### src/sv/cfd_pkg.sv
// shared types and constants of the cppm frame decoder
package cfd_pkg;

    typedef enum logic [2:0] {
        OP_EDGE        = 3'd0,
        OP_READ_CH     = 3'd1,
        OP_TEST_SYNC   = 3'd2,
        OP_READ_PERIOD = 3'd3,
        OP_SUSPEND     = 3'd4,
        OP_RESUME      = 3'd5
    } op_t;

    typedef struct packed {
        op_t         op;
        logic [15:0] time_us;
        logic [3:0]  channel_number;
        logic [2:0]  client_index;
    } item_t;

    typedef struct packed {
        logic [15:0] pulse_us;
        logic [3:0]  channel_count;
        logic [15:0] period_us;
        logic        sync_seen;
    } result_t;

    localparam logic REG_SYNC_THRESHOLD = 1'b0;
    localparam logic REG_NEUTRAL_WIDTH  = 1'b1;

    localparam logic [15:0] RESET_SYNC    = 16'd3000;
    localparam logic [15:0] RESET_NEUTRAL = 16'd1500;
    localparam logic [7:0]  ALL_CLIENTS   = 8'hFF;

endpackage

### src/sv/cfd_in_stage.sv
// input register stage of the cppm frame decoder
module cfd_in_stage (
    input  logic           aclk,
    input  logic           aresetn,
    input  logic           s_valid,
    output logic           s_ready,
    input  cfd_pkg::item_t s_item,
    input  logic           advance,
    output logic           item_valid,
    output cfd_pkg::item_t item
);

    logic           valid_reg;
    logic           valid_next;
    cfd_pkg::item_t item_reg;

    assign s_ready    = !valid_reg || advance;
    assign valid_next = (s_valid && s_ready) || (valid_reg && !advance);

    always_ff @(posedge aclk) begin
        if (!aresetn) begin
            valid_reg <= 1'b0;
        end else begin
            valid_reg <= valid_next;
        end
    end

    always_ff @(posedge aclk) begin
        if (s_valid && s_ready) begin
            item_reg <= s_item;
        end
    end

    assign item_valid = valid_reg;
    assign item       = item_reg;

endmodule

### src/sv/cfd_engine.sv
// decoder state, configuration registers and per-beat result logic
module cfd_engine #(
    parameter int MAX_CHANNELS = 9
) (
    input  logic             aclk,
    input  logic             aresetn,
    input  logic             cfg_we,
    input  logic             cfg_index,
    input  logic [15:0]      cfg_wr_data,
    input  logic             fire,
    input  cfd_pkg::item_t   item,
    output cfd_pkg::result_t result
);

    localparam int CNT_W = $clog2(MAX_CHANNELS + 2);
    localparam int AW    = (MAX_CHANNELS > 1) ? $clog2(MAX_CHANNELS) : 1;
    localparam logic [CNT_W-1:0] IDLE_INDEX = CNT_W'(MAX_CHANNELS + 1);
    localparam logic [CNT_W-1:0] LAST_INDEX = CNT_W'(MAX_CHANNELS);

    logic [15:0]      thr_reg;
    logic [15:0]      neutral_reg;
    logic [15:0]      widths_reg [MAX_CHANNELS];
    logic [CNT_W-1:0] index_reg;
    logic [CNT_W-1:0] index_next;
    logic [CNT_W-1:0] count_reg;
    logic [CNT_W-1:0] count_next;
    logic [7:0]       flags_reg;
    logic [7:0]       flags_next;
    logic [15:0]      prev_reg;
    logic [15:0]      prev_next;
    logic [15:0]      start_reg;
    logic [15:0]      start_next;
    logic [15:0]      period_reg;
    logic [15:0]      period_next;
    logic             phase_reg;
    logic             phase_next;
    logic             enabled_reg;
    logic             enabled_next;

    logic [15:0]      gap;
    logic             is_sync;
    logic             wr_en;
    logic [AW-1:0]    wr_addr;
    logic [3:0]       rd_num;
    logic [AW-1:0]    rd_addr;
    logic             rd_hit;

    assign gap     = item.time_us - prev_reg;
    assign is_sync = gap >= thr_reg;
    assign wr_addr = index_reg[AW-1:0];
    assign rd_num  = item.channel_number - 4'd1;
    assign rd_addr = rd_num[AW-1:0];
    assign rd_hit  = (item.channel_number != 4'd0)
                  && (item.channel_number <= 4'(count_reg))
                  && ({1'b0, item.channel_number} <= 5'(MAX_CHANNELS));

    always_comb begin
        index_next   = index_reg;
        count_next   = count_reg;
        flags_next   = flags_reg;
        prev_next    = prev_reg;
        start_next   = start_reg;
        period_next  = period_reg;
        phase_next   = phase_reg;
        enabled_next = enabled_reg;
        wr_en        = 1'b0;
        result.pulse_us  = 16'd0;
        result.sync_seen = 1'b0;
        unique case (item.op)
            cfd_pkg::OP_EDGE: begin
                if (enabled_reg) begin
                    prev_next = item.time_us;
                    if (is_sync) begin
                        count_next = (index_reg > LAST_INDEX) ? '0 : index_reg;
                        index_next = '0;
                        flags_next = cfd_pkg::ALL_CLIENTS;
                        phase_next = ~phase_reg;
                        if (!phase_reg) begin
                            start_next = item.time_us;
                        end else begin
                            period_next = item.time_us - start_reg;
                        end
                    end else if (index_reg < LAST_INDEX) begin
                        wr_en      = 1'b1;
                        index_next = index_reg + CNT_W'(1);
                    end
                end
            end
            cfd_pkg::OP_READ_CH: begin
                result.pulse_us = rd_hit ? widths_reg[rd_addr] : neutral_reg;
            end
            cfd_pkg::OP_TEST_SYNC: begin
                result.sync_seen = flags_reg[item.client_index];
                flags_next[item.client_index] = 1'b0;
            end
            cfd_pkg::OP_SUSPEND: begin
                enabled_next = 1'b0;
                index_next   = IDLE_INDEX;
            end
            cfd_pkg::OP_RESUME: begin
                prev_next    = item.time_us;
                enabled_next = 1'b1;
            end
            default: begin
            end
        endcase
        result.channel_count = 4'(count_next);
        result.period_us     = period_next;
    end

    always_ff @(posedge aclk) begin
        if (!aresetn) begin
            thr_reg     <= cfd_pkg::RESET_SYNC;
            neutral_reg <= cfd_pkg::RESET_NEUTRAL;
            index_reg   <= IDLE_INDEX;
            count_reg   <= '0;
            flags_reg   <= '0;
            prev_reg    <= '0;
            start_reg   <= '0;
            period_reg  <= '0;
            phase_reg   <= 1'b0;
            enabled_reg <= 1'b1;
        end else begin
            if (cfg_we) begin
                unique case (cfg_index)
                    cfd_pkg::REG_SYNC_THRESHOLD: thr_reg     <= cfg_wr_data;
                    cfd_pkg::REG_NEUTRAL_WIDTH:  neutral_reg <= cfg_wr_data;
                    default: begin
                    end
                endcase
            end
            if (fire) begin
                index_reg   <= index_next;
                count_reg   <= count_next;
                flags_reg   <= flags_next;
                prev_reg    <= prev_next;
                start_reg   <= start_next;
                period_reg  <= period_next;
                phase_reg   <= phase_next;
                enabled_reg <= enabled_next;
            end
        end
    end

    // channel widths: entries below the detected count are always written before a read
    always_ff @(posedge aclk) begin
        if (fire && wr_en) begin
            widths_reg[wr_addr] <= gap;
        end
    end

`ifndef SYNTHESIS
    a_index_range: assert property (@(posedge aclk) disable iff (!aresetn)
        index_reg <= IDLE_INDEX)
        else $error("channel index beyond idle value");

    a_count_range: assert property (@(posedge aclk) disable iff (!aresetn)
        count_reg <= LAST_INDEX)
        else $error("detected count beyond channel limit");

    a_sync_sets_flags: assert property (@(posedge aclk) disable iff (!aresetn)
        fire && item.op == cfd_pkg::OP_EDGE && enabled_reg && is_sync
        |=> flags_reg == cfd_pkg::ALL_CLIENTS && index_reg == '0)
        else $error("sync gap did not restart frame");

    a_suspend_idles: assert property (@(posedge aclk) disable iff (!aresetn)
        fire && item.op == cfd_pkg::OP_SUSPEND
        |=> !enabled_reg && index_reg == IDLE_INDEX)
        else $error("suspend did not idle collection");

    a_disabled_edge: assert property (@(posedge aclk) disable iff (!aresetn)
        fire && item.op == cfd_pkg::OP_EDGE && !enabled_reg
        |=> $stable(prev_reg) && $stable(index_reg) && $stable(count_reg))
        else $error("edge changed state while suspended");
`endif

endmodule

### src/sv/cfd_out_stage.sv
// result register stage of the cppm frame decoder
module cfd_out_stage (
    input  logic             aclk,
    input  logic             aresetn,
    input  logic             load,
    input  cfd_pkg::result_t result,
    output logic             space,
    output logic             m_valid,
    input  logic             m_ready,
    output cfd_pkg::result_t m_result
);

    logic             valid_reg;
    cfd_pkg::result_t result_reg;

    assign space = !valid_reg || m_ready;

    always_ff @(posedge aclk) begin
        if (!aresetn) begin
            valid_reg <= 1'b0;
        end else if (space) begin
            valid_reg <= load;
        end
    end

    always_ff @(posedge aclk) begin
        if (load) begin
            result_reg <= result;
        end
    end

    assign m_valid  = valid_reg;
    assign m_result = result_reg;

endmodule

### src/sv/cppm_frame_decoder_unit.sv
// top level of the cppm frame decoder
// Decodes a CPPM stream from rising-edge timestamps and serves channel widths,
// per-client sync flags and the frame period. Every input beat (edge, read
// channel, test-and-clear sync, read period, suspend, resume) yields exactly
// one result beat. A beat is registered at the input, resolved combinationally
// against the decoder state by a 16-bit subtract and compare, and registered
// at the output; m_valid rises once the beat reaches the output register, and
// one beat is accepted every cycle while m_ready stays high. Configuration
// writes (index 0 sync threshold, index 1 neutral width) take effect at once.
module cppm_frame_decoder_unit #(
    parameter int MAX_CHANNELS = 9
) (
    input  logic        aclk,
    input  logic        aresetn,
    input  logic        cfg_we,
    input  logic        cfg_index,
    input  logic [15:0] cfg_wr_data,
    input  logic        s_valid,
    output logic        s_ready,
    input  logic [2:0]  s_op,
    input  logic [15:0] s_time_us,
    input  logic [3:0]  s_channel_number,
    input  logic [2:0]  s_client_index,
    output logic        m_valid,
    input  logic        m_ready,
    output logic [15:0] m_pulse_us,
    output logic [3:0]  m_channel_count,
    output logic [15:0] m_period_us,
    output logic        m_sync_seen
);

    cfd_pkg::item_t   s_item;
    cfd_pkg::item_t   item;
    cfd_pkg::result_t result;
    cfd_pkg::result_t m_result;
    logic             item_valid;
    logic             space;
    logic             advance;

    assign s_item.op             = cfd_pkg::op_t'(s_op);
    assign s_item.time_us        = s_time_us;
    assign s_item.channel_number = s_channel_number;
    assign s_item.client_index   = s_client_index;

    assign advance = item_valid && space;

    cfd_in_stage u_in (
        .aclk       (aclk),
        .aresetn    (aresetn),
        .s_valid    (s_valid),
        .s_ready    (s_ready),
        .s_item     (s_item),
        .advance    (advance),
        .item_valid (item_valid),
        .item       (item)
    );

    cfd_engine #(
        .MAX_CHANNELS (MAX_CHANNELS)
    ) u_engine (
        .aclk        (aclk),
        .aresetn     (aresetn),
        .cfg_we      (cfg_we),
        .cfg_index   (cfg_index),
        .cfg_wr_data (cfg_wr_data),
        .fire        (advance),
        .item        (item),
        .result      (result)
    );

    cfd_out_stage u_out (
        .aclk     (aclk),
        .aresetn  (aresetn),
        .load     (advance),
        .result   (result),
        .space    (space),
        .m_valid  (m_valid),
        .m_ready  (m_ready),
        .m_result (m_result)
    );

    assign m_pulse_us      = m_result.pulse_us;
    assign m_channel_count = m_result.channel_count;
    assign m_period_us     = m_result.period_us;
    assign m_sync_seen     = m_result.sync_seen;

endmodule
### config.mk
export PLATFORM = sky130hd
export DESIGN_NAME = cppm_frame_decoder_unit
export DESIGN_NICKNAME = d
export VERILOG_FILES = /design/src/sv/cfd_pkg.sv /design/src/sv/cfd_in_stage.sv /design/src/sv/cfd_engine.sv /design/src/sv/cfd_out_stage.sv /design/src/sv/cppm_frame_decoder_unit.sv
export SDC_FILE = /design/constraint.sdc
export NUM_CORES = 1
export LEC_CHECK = 0
export ABC_AREA = 1
export BUFFER_PORTS_ARGS = -buffer_cell sky130_fd_sc_hd__buf_2
export CORE_AREA = 5 5 162 164
export DETAILED_ROUTE_END_ITERATION = 6
export DIE_AREA = 0 0 167 169
export PLACE_DENSITY_LB_ADDON = 0.12
export SLEW_MARGIN = 20
export SYNTH_ARGS = -nofsm -noshare
export SYNTH_HDL_FRONTEND = slang
export SYNTH_SLANG_ARGS = --single-unit
### constraint.sdc
create_clock -name aclk -period 12.3 [get_ports aclk]
set_clock_uncertainty 0.05 [all_clocks]
set_input_delay 1.23 -clock aclk [delete_from_list [all_inputs] [get_ports aclk]]
set_output_delay 1.23 -clock aclk [all_outputs]
set_load 0.005 [all_outputs]
Word-level counts from Yosys, hierarchy flattened
Memory sizes are Yosys's and may differ from the RTL's.
Index checks and enable logic that the tools add are counted.
Operators by class
  add/subtract/negate cells: 4
  multiply operators: 0
  div/mod/pow operators: 0
  magnitude comparators: 7
  equal/unequal tests: 7
  shifts and indexed selects: 0
  mux-type cells: 29
  bitwise gates (word level): 4
  reductions and logical operators: 27
Operators with widths (number)
  $mux W16: 6
  $pmux W16 S2: 1
  $sub A16 B16 Y16: 2
  $mux W4: 7
  $ge A16 B16 Y1: 1
  $mux W8: 2
  $pmux W8 S2: 1
  $reduce_and A4 Y1: 3
  $and A8 B8 Y8: 1
  $mux W1: 8
  $not A8 Y8: 1
  $pmux W4 S2: 1
  $reduce_bool A2 Y1: 4
  $logic_and A1 B1 Y1: 7
  $eq A3 B3 Y1 const B: 2
  $reduce_and A2 Y1: 3
  $reduce_and A5 Y1: 1
  $add A4 B1 Y4 const B: 1
  $gt A4 B4 Y1 const B: 1
  $le A4 B4 Y1: 1
  $le A4 B4 Y1 const B: 1
  $lt A3 B4 Y1 const B: 1
  $lt A4 B4 Y1 const B: 1
  $ne A2 B1 Y1 const B: 2
  14 further kinds: 19
Word-level totals
  bits in registers: 163
  latch bits: 0
  RAM bits: 144
  memory bits (read-only): 0
  bits of input ports: 48
  output and inout bits: 39
  word-level logic and storage cells: 99
  memories: 1
Memory list
  u_engine.widths_reg: words 9, bits a word 16, rd ports 1, clocked after Yosys merged registers in 0, write ports 1, line cfd_engine.sv:22  | logic [15:0] widths_reg [MAX_CHANNELS];

Longest topological paths before layout
Gate-level depths: netlist of the first run.
  depth in word-level cells: 8
  mapped depth: 23
  gate-level depth less buffers: 22

Modules after synthesis
From an unflattened synthesis of the first run, not the netlist that was laid out.
Second synthesis, totals
  cell total of the unflattened synthesis: 1590
  area total of the unflattened synthesis: 14579.0 sq um
By module, submodules not included
  cfd_engine: instances 1, cells each 1512, area an instance 12582.1 sq um, sequential area each 6286.0 sq um
  cfd_out_stage: instances 1, cells each 43, area an instance 1157.4 sq um, sequential area each 1131.1 sq um
  cfd_in_stage: instances 1, cells each 33, area an instance 832.0 sq um, sequential area each 800.8 sq um
  cppm_frame_decoder_unit: instances 1, cells each 2, area an instance 7.5 sq um, sequential area each 0.0 sq um

Least setup slack after synthesis of the first run
No wires, ideal clock.
  path type: register to register
  from: reg u_in.item_reg, in the netlist u_in.item[7]
  to: mem u_engine.widths_reg[5][0], enable pin
  setup time: 0.409 ns
  arrival: 4.264 ns
  data required time: 11.841 ns
  path slack: 7.577 ns
  cell stages (with the launch flop): 20
  buffers on the path: 0
  clock period less this slack: 4.723 ns
  cell sequence: edfxtp_1 > inv_1 > ha_1 > inv_1 > fa_1 > nand3_1 > nand2_1 > a21oi_1 > o21ai_1 > nor2_1 > o21ai_1 > xor2_1 > ha_1 > nand4_1 > a21oi_2 > nor2_4 > nand2_8 > inv_1 > nand3_1 > nor3_1
On the way
  cells in the longest elaborated chain, start to end: 8
Ends and longest elaborated chain
  start: declaration: line cfd_in_stage.sv:15  | cfd_pkg::item_t item_reg;
  start signal: assignment: line cfd_in_stage.sv:30  | item_reg <= s_item;
  $sub A16 B16 Y16: line cfd_engine.sv:48  | assign gap = item.time_us - prev_reg;
  named net u_engine.gap[12]: line cfd_engine.sv:40  | logic [15:0] gap;
  $ge A16 B16 Y1: line cfd_engine.sv:49  | assign is_sync = gap >= thr_reg;
  $mux W1: line cfd_engine.sv:73  | if (is_sync) begin
  $mux W1: line cfd_engine.sv:71  | if (enabled_reg) begin
  $mux W1: line cfd_engine.sv:69  | unique case (item.op)
  $logic_and A1 B1 Y1: line cfd_engine.sv:147  | if (fire && wr_en) begin
  $mux W1: line cfd_engine.sv:147
  $mux W1 (implied by the code): line cfd_engine.sv:148  | widths_reg[wr_addr] <= gap;
  end: declaration: line cfd_engine.sv:22
The timed path passes the listed nets, and every way through them passes these cells.

Worst setup path in the final report of the first run
  from: reg u_in.item_reg, in the netlist u_in.item[9]
  to: mem u_engine.widths_reg[6][13], enable pin
The elaborated chain is that of the path after synthesis.

==> results.json, run 1 <==
{
  "gp_congestion": 0.919,
  "cts_setup_buffers": 0,
  "synth.avg_cell_area_sq_um": 9.29,
  "routed_via_density": 5.49,
  "drtIter0Drc": 846,
  "largest_reg_flops": 144,
  "ir_drop_uv": 116,
  "grt_pass1_wl_mm": 54.6,
  "h-tree-depth": 1,
  "synth_nets": 1676,
  "synth_edf_count": 207,
  "fin_area_sq_um": 16400,
  "power_leakage_nw": 6.77,
  "setup_ws_ns": 6.80,
  "port_buffers": 86,
  "layout-drive-gt1-share_pct": 12.3,
  "wl_per_cell_um": 17.1,
  "timing.setup.tns_ns": 0,
  "ctsResizeCount": 0,
  "yosys_warnings": 0,
  "worst-path-max-fanout": 27,
  "synth_common_cells": "nand2_1 (267), nor2_1 (219), edfxtp_1 (207)",
  "diodes": 0,
  "finalSetupViolCount": 0,
  "fp.dieH_um": 169,
  "async_flop_share_pct": 0,
  "drv_slew": 0,
  "hold_path.class": "flop to flop",
  "ys_seq_area_share_pct": 56.4,
  "end_kind": "flop",
  "cts_tree": "built",
  "clockBufferDepth": 3,
  "ios": 87,
  "powerDensity_nw_per_um2": 149,
  "die_w_um": 167,
  "hold_buffers": 0,
  "clkLatencyLatePin_ns": 0.56,
  "wirelength_mm": 34.2,
  "critPathArrivalTime_ns": 5.70,
  "cts_made_buffers": 30,
  "antenna_found_initial": 1,
  "grt_max_degree": 70,
  "utilization_pct": 66.3,
  "cp_data_required_time_ns": 12.50,
  "core-area_sq_um": 24700,
  "root_buffer": "clkbuf_16",
  "overflow": 0,
  "timing.fmax_mhz": 182,
  "dp_hpwl_mm": 22.9,
  "path_class": "flop to flop",
  "die_area_sq_um": 28200,
  "synth.area.top_cells": "edfxtp_1 (43%), dfxtp_1 (14%), nand2_1 (6.9%)",
  "synth_area_sq_um": 14600,
  "fin_crit_sh_pct": 44.7,
  "drc_errors": 0,
  "max_slew_margin_pct": 27.1,
  "path_clk_slew_ns": 0.07,
  "synthToLayoutAreaGrowth_pct": 12.5,
  "grt_pass1_vias": 10500,
  "ys_ff_latch": 307,
  "hold_viol": 0,
  "synthFlopType": "edfxtp_1",
  "synth_top_area_share_pct": 42.6,
  "synthDistinctLibCells": 47,
  "num_vias": 11000,
  "hold_ws_ns": 0.408,
  "maxCapViolCount": 0,
  "fillers": 2022,
  "status": "finished, final reports clean",
  "initial_core_util_pct": 58.9,
  "cts.sinks": 307,
  "yosysTopAreaCell": "edfxtp_1",
  "placed_area_sq_um": 15300,
  "min_period_ns": 5.50,
  "synth_cells": 1569,
  "start_kind": "flop",
  "ant_nets": 0,
  "rsz0062_at_grt": "false",
  "firstDrtPassIters": 6,
  "pre_cts_slack_ns": 6.85,
  "rows": 58,
  "synth.most_common_cell": "nand2_1",
  "fin_nets": 1750,
  "worst-slew-pin-transition_ns": 1.09,
  "track_usage_pct": 23.8
}
==> layout by cell type, fill, tap and decap left out, types with 11 or more instances in the layout <==
master / count
nand4_1: 36
mux2i_1: 16
a21oi_2: 11
dfxtp_1: 100
o22ai_1: 16
ha_1: 57
nor3_1: 23
xor2_1: 19
buf_2: 86
nand2_2: 11
nand2_1: 267
buf_4: 15
nor2_1: 219
o21ai_1: 26
clkbuf_16: 32
a21oi_1: 80
o21ai_0: 124
nand3_1: 56
edfxtp_1: 207
inv_1: 180
==> layout make-up <==
class / count / area (sq um) / area share (%)
clock inverter: 13 / 149 / 0.908
multi-input combinational: 1014 / 5460 / 33.3
clock buffer: 43 / 906 / 5.52
sequential: 307 / 8220 / 50.1
timing repair buffer: 101 / 543 / 3.31
tap: 330 / 413 / 2.52
inverter: 189 / 712 / 4.34
==> final timing paths <==
path,from,to,slack (ns),cells after the start
min reg2reg,u_engine.prev_reg[12],u_engine.prev_reg[12],0.41,2
min,u_engine.prev_reg[12],u_engine.prev_reg[12],0.41,2
max reg2reg,u_in.item[9],u_engine.widths_reg[6][13],6.80,19
max,u_in.item[9],u_engine.widths_reg[6][13],6.80,19
==> power breakdown <==
group	total, mW	switching (mW)	internal [mW]	leakage, nW
clock network	0.960	0.385	0.574	0.517
logic	0.312	0.216	0.0968	3.54
registers	1.17	0.0172	1.15	2.71
total	2.44	0.618	1.82	6.77
==> critical path, cell delays in order (launching register included) <==
cell      delay [ns]
edfxtp_1        0.45
ha_1            0.39
a21oi_1         0.16
nand2_1         0.09
a21boi_0        0.48
o21ai_1         0.22
nand3_1         0.11
nand2_1         0.06
xor2_1          0.66
ha_1            0.39
nand2_1         0.07
inv_1           0.04
o21bai_1        0.16
a21oi_2         0.09
nor2_4          0.20
nand2_8         0.16
inv_1           0.13
nand3_1         0.28
nor3_2          0.68
buf_4           0.30
==> routing by layer <==
metal / track usage, % / vias up / wire length (um)
met5: 0 / - / 13
li1: - / 5422 / -
met2: 41.6 / 318 / 16700
met3: 2.80 / 70 / 1850
met4: 8.64 / 2 / 1220
met1: 30.9 / 5160 / 14400
==> stage by stage <==
step,cells,power (mW)
after detailed placement,1941,1.50
after global placement,1941,1.49
after CTS,1997,2.46
final,1997,2.44
after global routing,1997,2.54
after floorplan,1569,1.40
==> logic make-up (layout without fill, tap and decap cells) <==
logic type,after synthesis,count (layout),synth area share [%]
xor gates and xnor gates,26,26,1.61
muxes,16,16,1.10
and+or+nand+nor,636,636,18.7
adders and majority gates,59,59,5.17
DFF,307,307,56.4
AOI/OAI and AO/OA,277,277,10.3
buffers and inverters,248,346,6.78
(Power assumes the default switching activity.)
==> run 2, diff against run 1 <==
--- a/config.mk
+++ b/config.mk
@@ -7,9 +7,9 @@
 export LEC_CHECK = 0
 export ABC_AREA = 1
 export BUFFER_PORTS_ARGS = -buffer_cell sky130_fd_sc_hd__buf_2
-export CORE_AREA = 5 5 162 164
+export CORE_AREA = 5 5 169 171
 export DETAILED_ROUTE_END_ITERATION = 6
-export DIE_AREA = 0 0 167 169
+export DIE_AREA = 0 0 174 176
 export PLACE_DENSITY_LB_ADDON = 0.12
 export SLEW_MARGIN = 20
 export SYNTH_ARGS = -nofsm -noshare
==> constraint.sdc (replaced) <==
create_clock -name aclk -period 4.5 [get_ports aclk]
set_clock_uncertainty 0.05 [all_clocks]
set_input_delay 0.45 -clock aclk [delete_from_list [all_inputs] [get_ports aclk]]
set_output_delay 0.45 -clock aclk [all_outputs]
set_load 0.005 [all_outputs]
==> run 2 against run 1 <==
  * Global-route usage fell by 1.1 points
  * Fmax increased by 29%
  * Largest cell class unchanged
  * Via count increased by 0.94%
  * Clock power grew to 2.7 times the previous value
  * Sequential power rose to 2.7 times the previous value
  * Critical endpoint is now u_engine.widths_reg[4][7]
  * Register-to-register slack worse by 6.6 ns
==> results.json, run 2 (synthesized netlist as in run 1, its figures left out) <==
{
  "antenna_found_initial": 1,
  "drc_errors": 0,
  "maxCapViolCount": 0,
  "timing.rr.start": "u_in.item[9]",
  "finalSetupViolCount": 0,
  "path_class": "flop to flop",
  "fin_crit_sh_pct": 95.0,
  "ios": 87,
  "h-tree-depth": 2,
  "powerDensity_nw_per_um2": 404,
  "hold_path.class": "input pin to flop",
  "largest_reg_flops": 144,
  "setup_ws_ns": 0.223,
  "hold_viol": 0,
  "swShare_pct": 26.5,
  "start_kind": "flop",
  "grt.met2_usage_pct": 39.8,
  "layout_common_cells": "nand2_1 (267), nor2_1 (218), edfxtp_1 (207)",
  "hold_buffers": 0,
  "min_period_ns": 4.28,
  "diodes": 0,
  "cts_tree": "built",
  "worst-path-max-fanout": 14,
  "endpoint": "u_engine.widths_reg[4][7]",
  "timing.fmax_mhz": 234,
  "wirelength_mm": 36.0,
  "status": "finished, final reports clean",
  "drtIter0Drc": 876,
  "grt_pass1_wl_mm": 55.7,
  "port_buffers": 86,
  "clkLatencyLatePin_ns": 0.51,
  "fin_nets": 1784,
  "fin_area_sq_um": 16700,
  "cts_made_buffers": 34,
  "firstDrtPassIters": 5,
  "pwr-share-seq_pct": 47.4,
  "end_kind": "flop",
  "max_slew_margin_pct": 35.0,
  "routed_via_density": 5.42,
  "dp_hpwl_mm": 24.9,
  "synthToLayoutAreaGrowth_pct": 14.5,
  "core-area_sq_um": 26700,
  "internal_power_mw": 4.96,
  "grt_use_met1_pct": 28.8,
  "path_clk_slew_ns": 0.06,
  "power_leakage_nw": 6.94,
  "wl_per_cell_um": 17.6,
  "die_area_sq_um": 30600,
  "clockPowerShare_pct": 38.4,
  "grt_pass1_vias": 10600,
  "pre_cts_slack_ns": -0.189,
  "layout.cells.most_common": "nand2_1",
  "num_vias": 11100,
  "root_buffer": "clkbuf_16",
  "r2r-end": "u_engine.widths_reg[4][7]",
  "die_w_um": 174,
  "p_comb_share_pct": 14.2,
  "fp.dieH_um": 176,
  "r2r_slack_ns": 0.22,
  "p_sw_mw": 1.79,
  "place_inst": 1974,
  "ir_drop_uv": 259,
  "ff2ff_path_depth": 20,
  "overflow": 0,
  "ant_nets": 0,
  "grt_max_degree": 69,
  "worst-slew-pin-transition_ns": 0.972,
  "hold_path_depth": 1,
  "cp_data_required_time_ns": 4.66,
  "utilization_pct": 62.5,
  "fillers": 2278,
  "clockBufferDepth": 3,
  "rows": 60,
  "critPathArrivalTime_ns": 4.44,
  "initial_core_util_pct": 54.6,
  "layout-drive-gt1-share_pct": 14.1,
  "placed_area_sq_um": 15500,
  "gp_congestion": 0.928,
  "finalNonFillerCells": 2043,
  "track_usage_pct": 22.8,
  "crit_path_start": "u_in.item[9]",
  "globalRouteMet3Util_pct": 3.98,
  "drv_slew": 0,
  "top_usage_layer": "met2",
  "cts.sinks": 307
}
-- run 2: changes by cell type in the layout (fill, tap and decap cells not counted), sizes merged, moves of 3 or more --
| cell | previous run | this run |
|---|---|---|
| bufinv | 3 | 0 |
| clkinv | 6 | 12 |
| clkbuf | 43 | 48 |
| buf | 101 | 129 |
-- run 2: per-stage QoR --
step                hold slack [ns]  setup TNS, ns  power [mW]
global placement              0.393          -3.93        4.15
finish                       0.0614              0        6.75
detailed placement            0.401         -17.68        4.16
floorplan                     0.383         -21.40        3.84
CTS                          0.0456              0        6.75
global route                 0.0456         -0.363        7.03
-- run 2: layer usage --
| layer | up-vias | wire (um) |
|---|---|---|
| met5 | - | 0 |
| met4 | 0 | 1210 |
| met3 | 82 | 1850 |
| met2 | 325 | 17700 |
| met1 | 5161 | 15200 |
| li1 | 5507 | - |
-- run 2: layout make-up --
type | instances | area, sq um | area share, %
sequential | 307 | 8220 | 49.2
tap | 341 | 427 | 2.55
inverter | 189 | 712 | 4.26
timing repair buffer | 130 | 800 | 4.79
multi-input combinational | 1015 | 5510 | 33.0
clock buffer | 47 | 961 | 5.75
clock inverter | 14 | 78.8 | 0.472
-- run 2: worst max-delay path, stage by stage, from the launching register on --
cell,delay [ns]
edfxtp_1,0.45
ha_1,0.39
a21oi_1,0.17
nand2_1,0.09
a21boi_1,0.28
o21ai_1,0.20
nand3_1,0.10
nand2_1,0.06
xor2_1,0.34
ha_1,0.32
nand2_1,0.07
inv_1,0.04
o21bai_1,0.17
a21oi_2,0.10
nor2_4,0.19
nand2_8,0.13
inv_2,0.11
nand4_1,0.23
nor2_4,0.23
buf_4,0.14
buf_6,0.14
-- run 2: power by group through the flow --
stage / registers (mW) / logic, mW / clock network (mW)
final: 3.20 / 0.960 / 2.59
after global routing: 3.20 / 1.07 / 2.76
after CTS: 3.20 / 0.915 / 2.64
after detailed placement: 3.26 / 0.908 / 0
after global placement: 3.25 / 0.893 / 0
after floorplan: 3.25 / 0.593 / 0
-- run 2: worst min path at each step --
stage | slack [ns] | from | endpoint
final | 0.06 | s_time_us[12] | u_in.item[19]
after global routing | 0.05 | s_time_us[15] | u_in.item[22]
after CTS | 0.05 | s_time_us[12] | u_in.item[19]
after detailed placement | 0.40 | u_engine.prev_reg[7] | u_engine.prev_reg[7]
after global placement | 0.39 | u_engine.prev_reg[10] | u_engine.prev_reg[10]
after floorplan | 0.38 | u_engine.prev_reg[10] | u_engine.prev_reg[10]
-- run 2: what timing repair did --
action	CTS	global route
buffers inserted	0	6
cloned	0	2
pin swaps	0	7
endpoints found under the setup margin	144	144
resized for setup	2	17
==> run 3, diff against run 2 <==
--- a/config.mk
+++ b/config.mk
@@ -7,9 +7,11 @@
 export LEC_CHECK = 0
 export ABC_AREA = 1
 export BUFFER_PORTS_ARGS = -buffer_cell sky130_fd_sc_hd__buf_2
-export CORE_AREA = 5 5 169 171
+export CELL_PAD_IN_SITES_DETAIL_PLACEMENT = 1
+export CELL_PAD_IN_SITES_GLOBAL_PLACEMENT = 2
+export CORE_AREA = 5 5 211 213
 export DETAILED_ROUTE_END_ITERATION = 6
-export DIE_AREA = 0 0 174 176
+export DIE_AREA = 0 0 216 218
 export PLACE_DENSITY_LB_ADDON = 0.12
 export SLEW_MARGIN = 20
 export SYNTH_ARGS = -nofsm -noshare
==> run 3 against run 2 <==
  * Flip-flop and latch count unchanged
  * Cell count increased by 11%
  * Global-route usage decreased by 4.9 points
  * Routed wire length increased by 19%
  * Critical path type unchanged
  * Critical endpoint is now u_engine.widths_reg[0][10]
==> results.json, run 3 (synthesized netlist as in run 1, its figures left out) <==
{
  "wl_per_cell_um": 18.8,
  "power_leakage_nw": 7.04,
  "pre_cts_slack_ns": -0.121,
  "critPathArrivalTime_ns": 4.30,
  "fin_crit_sh_pct": 91.5,
  "diodes": 0,
  "fp.dieH_um": 218,
  "fin_nets": 1797,
  "ir_drop_uv": 230,
  "core-area_sq_um": 42500,
  "cts_made_buffers": 37,
  "fin_area_sq_um": 17200,
  "path_clk_slew_ns": 0.06,
  "track_usage_pct": 17.9,
  "seqCellArea_sq_um": 8220,
  "status": "finished, final reports clean",
  "initial_core_util_pct": 34.3,
  "clockBufferDepth": 3,
  "dp_hpwl_mm": 30.8,
  "largest_reg_flops": 144,
  "setup_ws_ns": 0.383,
  "routed_via_density": 4.91,
  "num_vias": 11100,
  "start_kind": "flop",
  "ant_nets": 0,
  "layout_common_cells": "nand2_1 (267), nor2_1 (219), edfxtp_1 (207)",
  "layout.cells.most_common": "nand2_1",
  "gp_congestion": 0.818,
  "die_w_um": 216,
  "synthToLayoutAreaGrowth_pct": 17.8,
  "max_slew_margin_pct": 29.5,
  "cts_tree": "built",
  "drv_slew": 0,
  "min_period_ns": 4.12,
  "worst-slew-pin-transition_ns": 1.05,
  "ios": 87,
  "timing.fmax_mhz": 243,
  "rows": 76,
  "fillers": 4867,
  "die_area_sq_um": 47100,
  "placed_area_sq_um": 15800,
  "root_buffer": "clkbuf_16",
  "firstDrtPassIters": 4,
  "hold_ws_ns": 0.0380,
  "hold_path.class": "input pin to flop",
  "drtIter0Drc": 445,
  "drc_errors": 0,
  "finalSetupViolCount": 0,
  "h-tree-depth": 2,
  "grt_pass1_vias": 11500,
  "path_class": "flop to flop",
  "grt_pass1_wl_mm": 65.9,
  "powerDensity_nw_per_um2": 419,
  "cts.sinks": 307,
  "multiInputGateArea_sq_um": 5470,
  "cp_data_required_time_ns": 4.68,
  "clkLatencyLatePin_ns": 0.55,
  "hold_viol": 0,
  "grt_max_degree": 65,
  "antenna_found_initial": 1,
  "maxCapViolCount": 0,
  "wirelength_mm": 42.6,
  "worst-path-max-fanout": 16,
  "port_buffers": 86,
  "timing.setup.tns_ns": 0,
  "overflow": 0,
  "rsz0062_at_grt": "false",
  "end_kind": "flop",
  "layout-drive-gt1-share_pct": 14.5
}
[run 3: per-stage QoR]
step,power (mW),util (%),instances
after global routing,7.53,40.4,2263
after floorplan,3.84,-,1569
final,7.19,40.4,2263
after CTS,7.29,40.2,2256
after global placement,4.22,37.2,2186
after detailed placement,4.24,37.2,2186
[run 3: what timing repair did]
item                       CTS  global route
pin swaps                    0             2
cloned                       0             1
setup buffers                0             5
hold endpoints to repair     4             1
setup endpoints to repair   96           142
hold buffers                 4             1
resized for setup            2             4
[run 3: path summary, 6_finish.rpt]
path	start	end	slack, ns	cells past startpoint
worst max-delay path	u_in.item[7]	u_engine.widths_reg[0][10]	0.38	21
worst min-delay path	s_client_index[0]	u_in.item[0]	0.04	1
worst max register to register	u_in.item[7]	u_engine.widths_reg[0][10]	0.38	21
worst min register to register	u_engine.prev_reg[10]	u_engine.prev_reg[10]	0.41	2
[run 3: report_power, final]
part | leakage, nW | switching, mW | internal [mW] | total [mW]
combinational | 3.72 | 0.666 | 0.320 | 0.986
sequential | 2.71 | 0.0471 | 3.15 | 3.20
clock | 0.607 | 1.17 | 1.83 | 3.01
[run 3: final cells by class]
| class | instances | area share, % |
|---|---|---|
| Sequential cell | 307 | 47.9 |
| Clock buffer | 53 | 6.26 |
| Clock inverter | 13 | 0.882 |
| Inverter | 189 | 4.15 |
| Tap cell | 546 | 3.98 |
| Multi-Input combinational cell | 1015 | 31.8 |
| Timing Repair Buffer | 140 | 5.03 |
[run 3: metal layers]
metal | vias to the layer above | GRT usage, % | share of wire [%] | wire length [um]
met5 | - | 0 | 0.030 | 13
met1 | 5411 | 21.5 | 42 | 18000
met3 | 52 | 3.36 | 3.4 | 1440
met2 | 127 | 33.3 | 52 | 22400
li1 | 5519 | - | - | -
met4 | 2 | 4.13 | 1.9 | 806
[run 3: critical path, cell delays in order, from the launching register on]
cell	delay [ns]
edfxtp_1	0.38
inv_1	0.12
ha_1	0.15
inv_1	0.06
fa_1	0.42
nand3_1	0.10
nand2_1	0.08
a21oi_1	0.21
o21ai_1	0.13
nor2_1	0.12
o21ai_1	0.10
xor2_2	0.19
buf_4	0.16
ha_1	0.29
nand4_1	0.15
a21oi_2	0.07
nor2_4	0.19
nand2_8	0.06
inv_1	0.10
nand4_1	0.16
nor2_1	0.31
buf_12	0.22
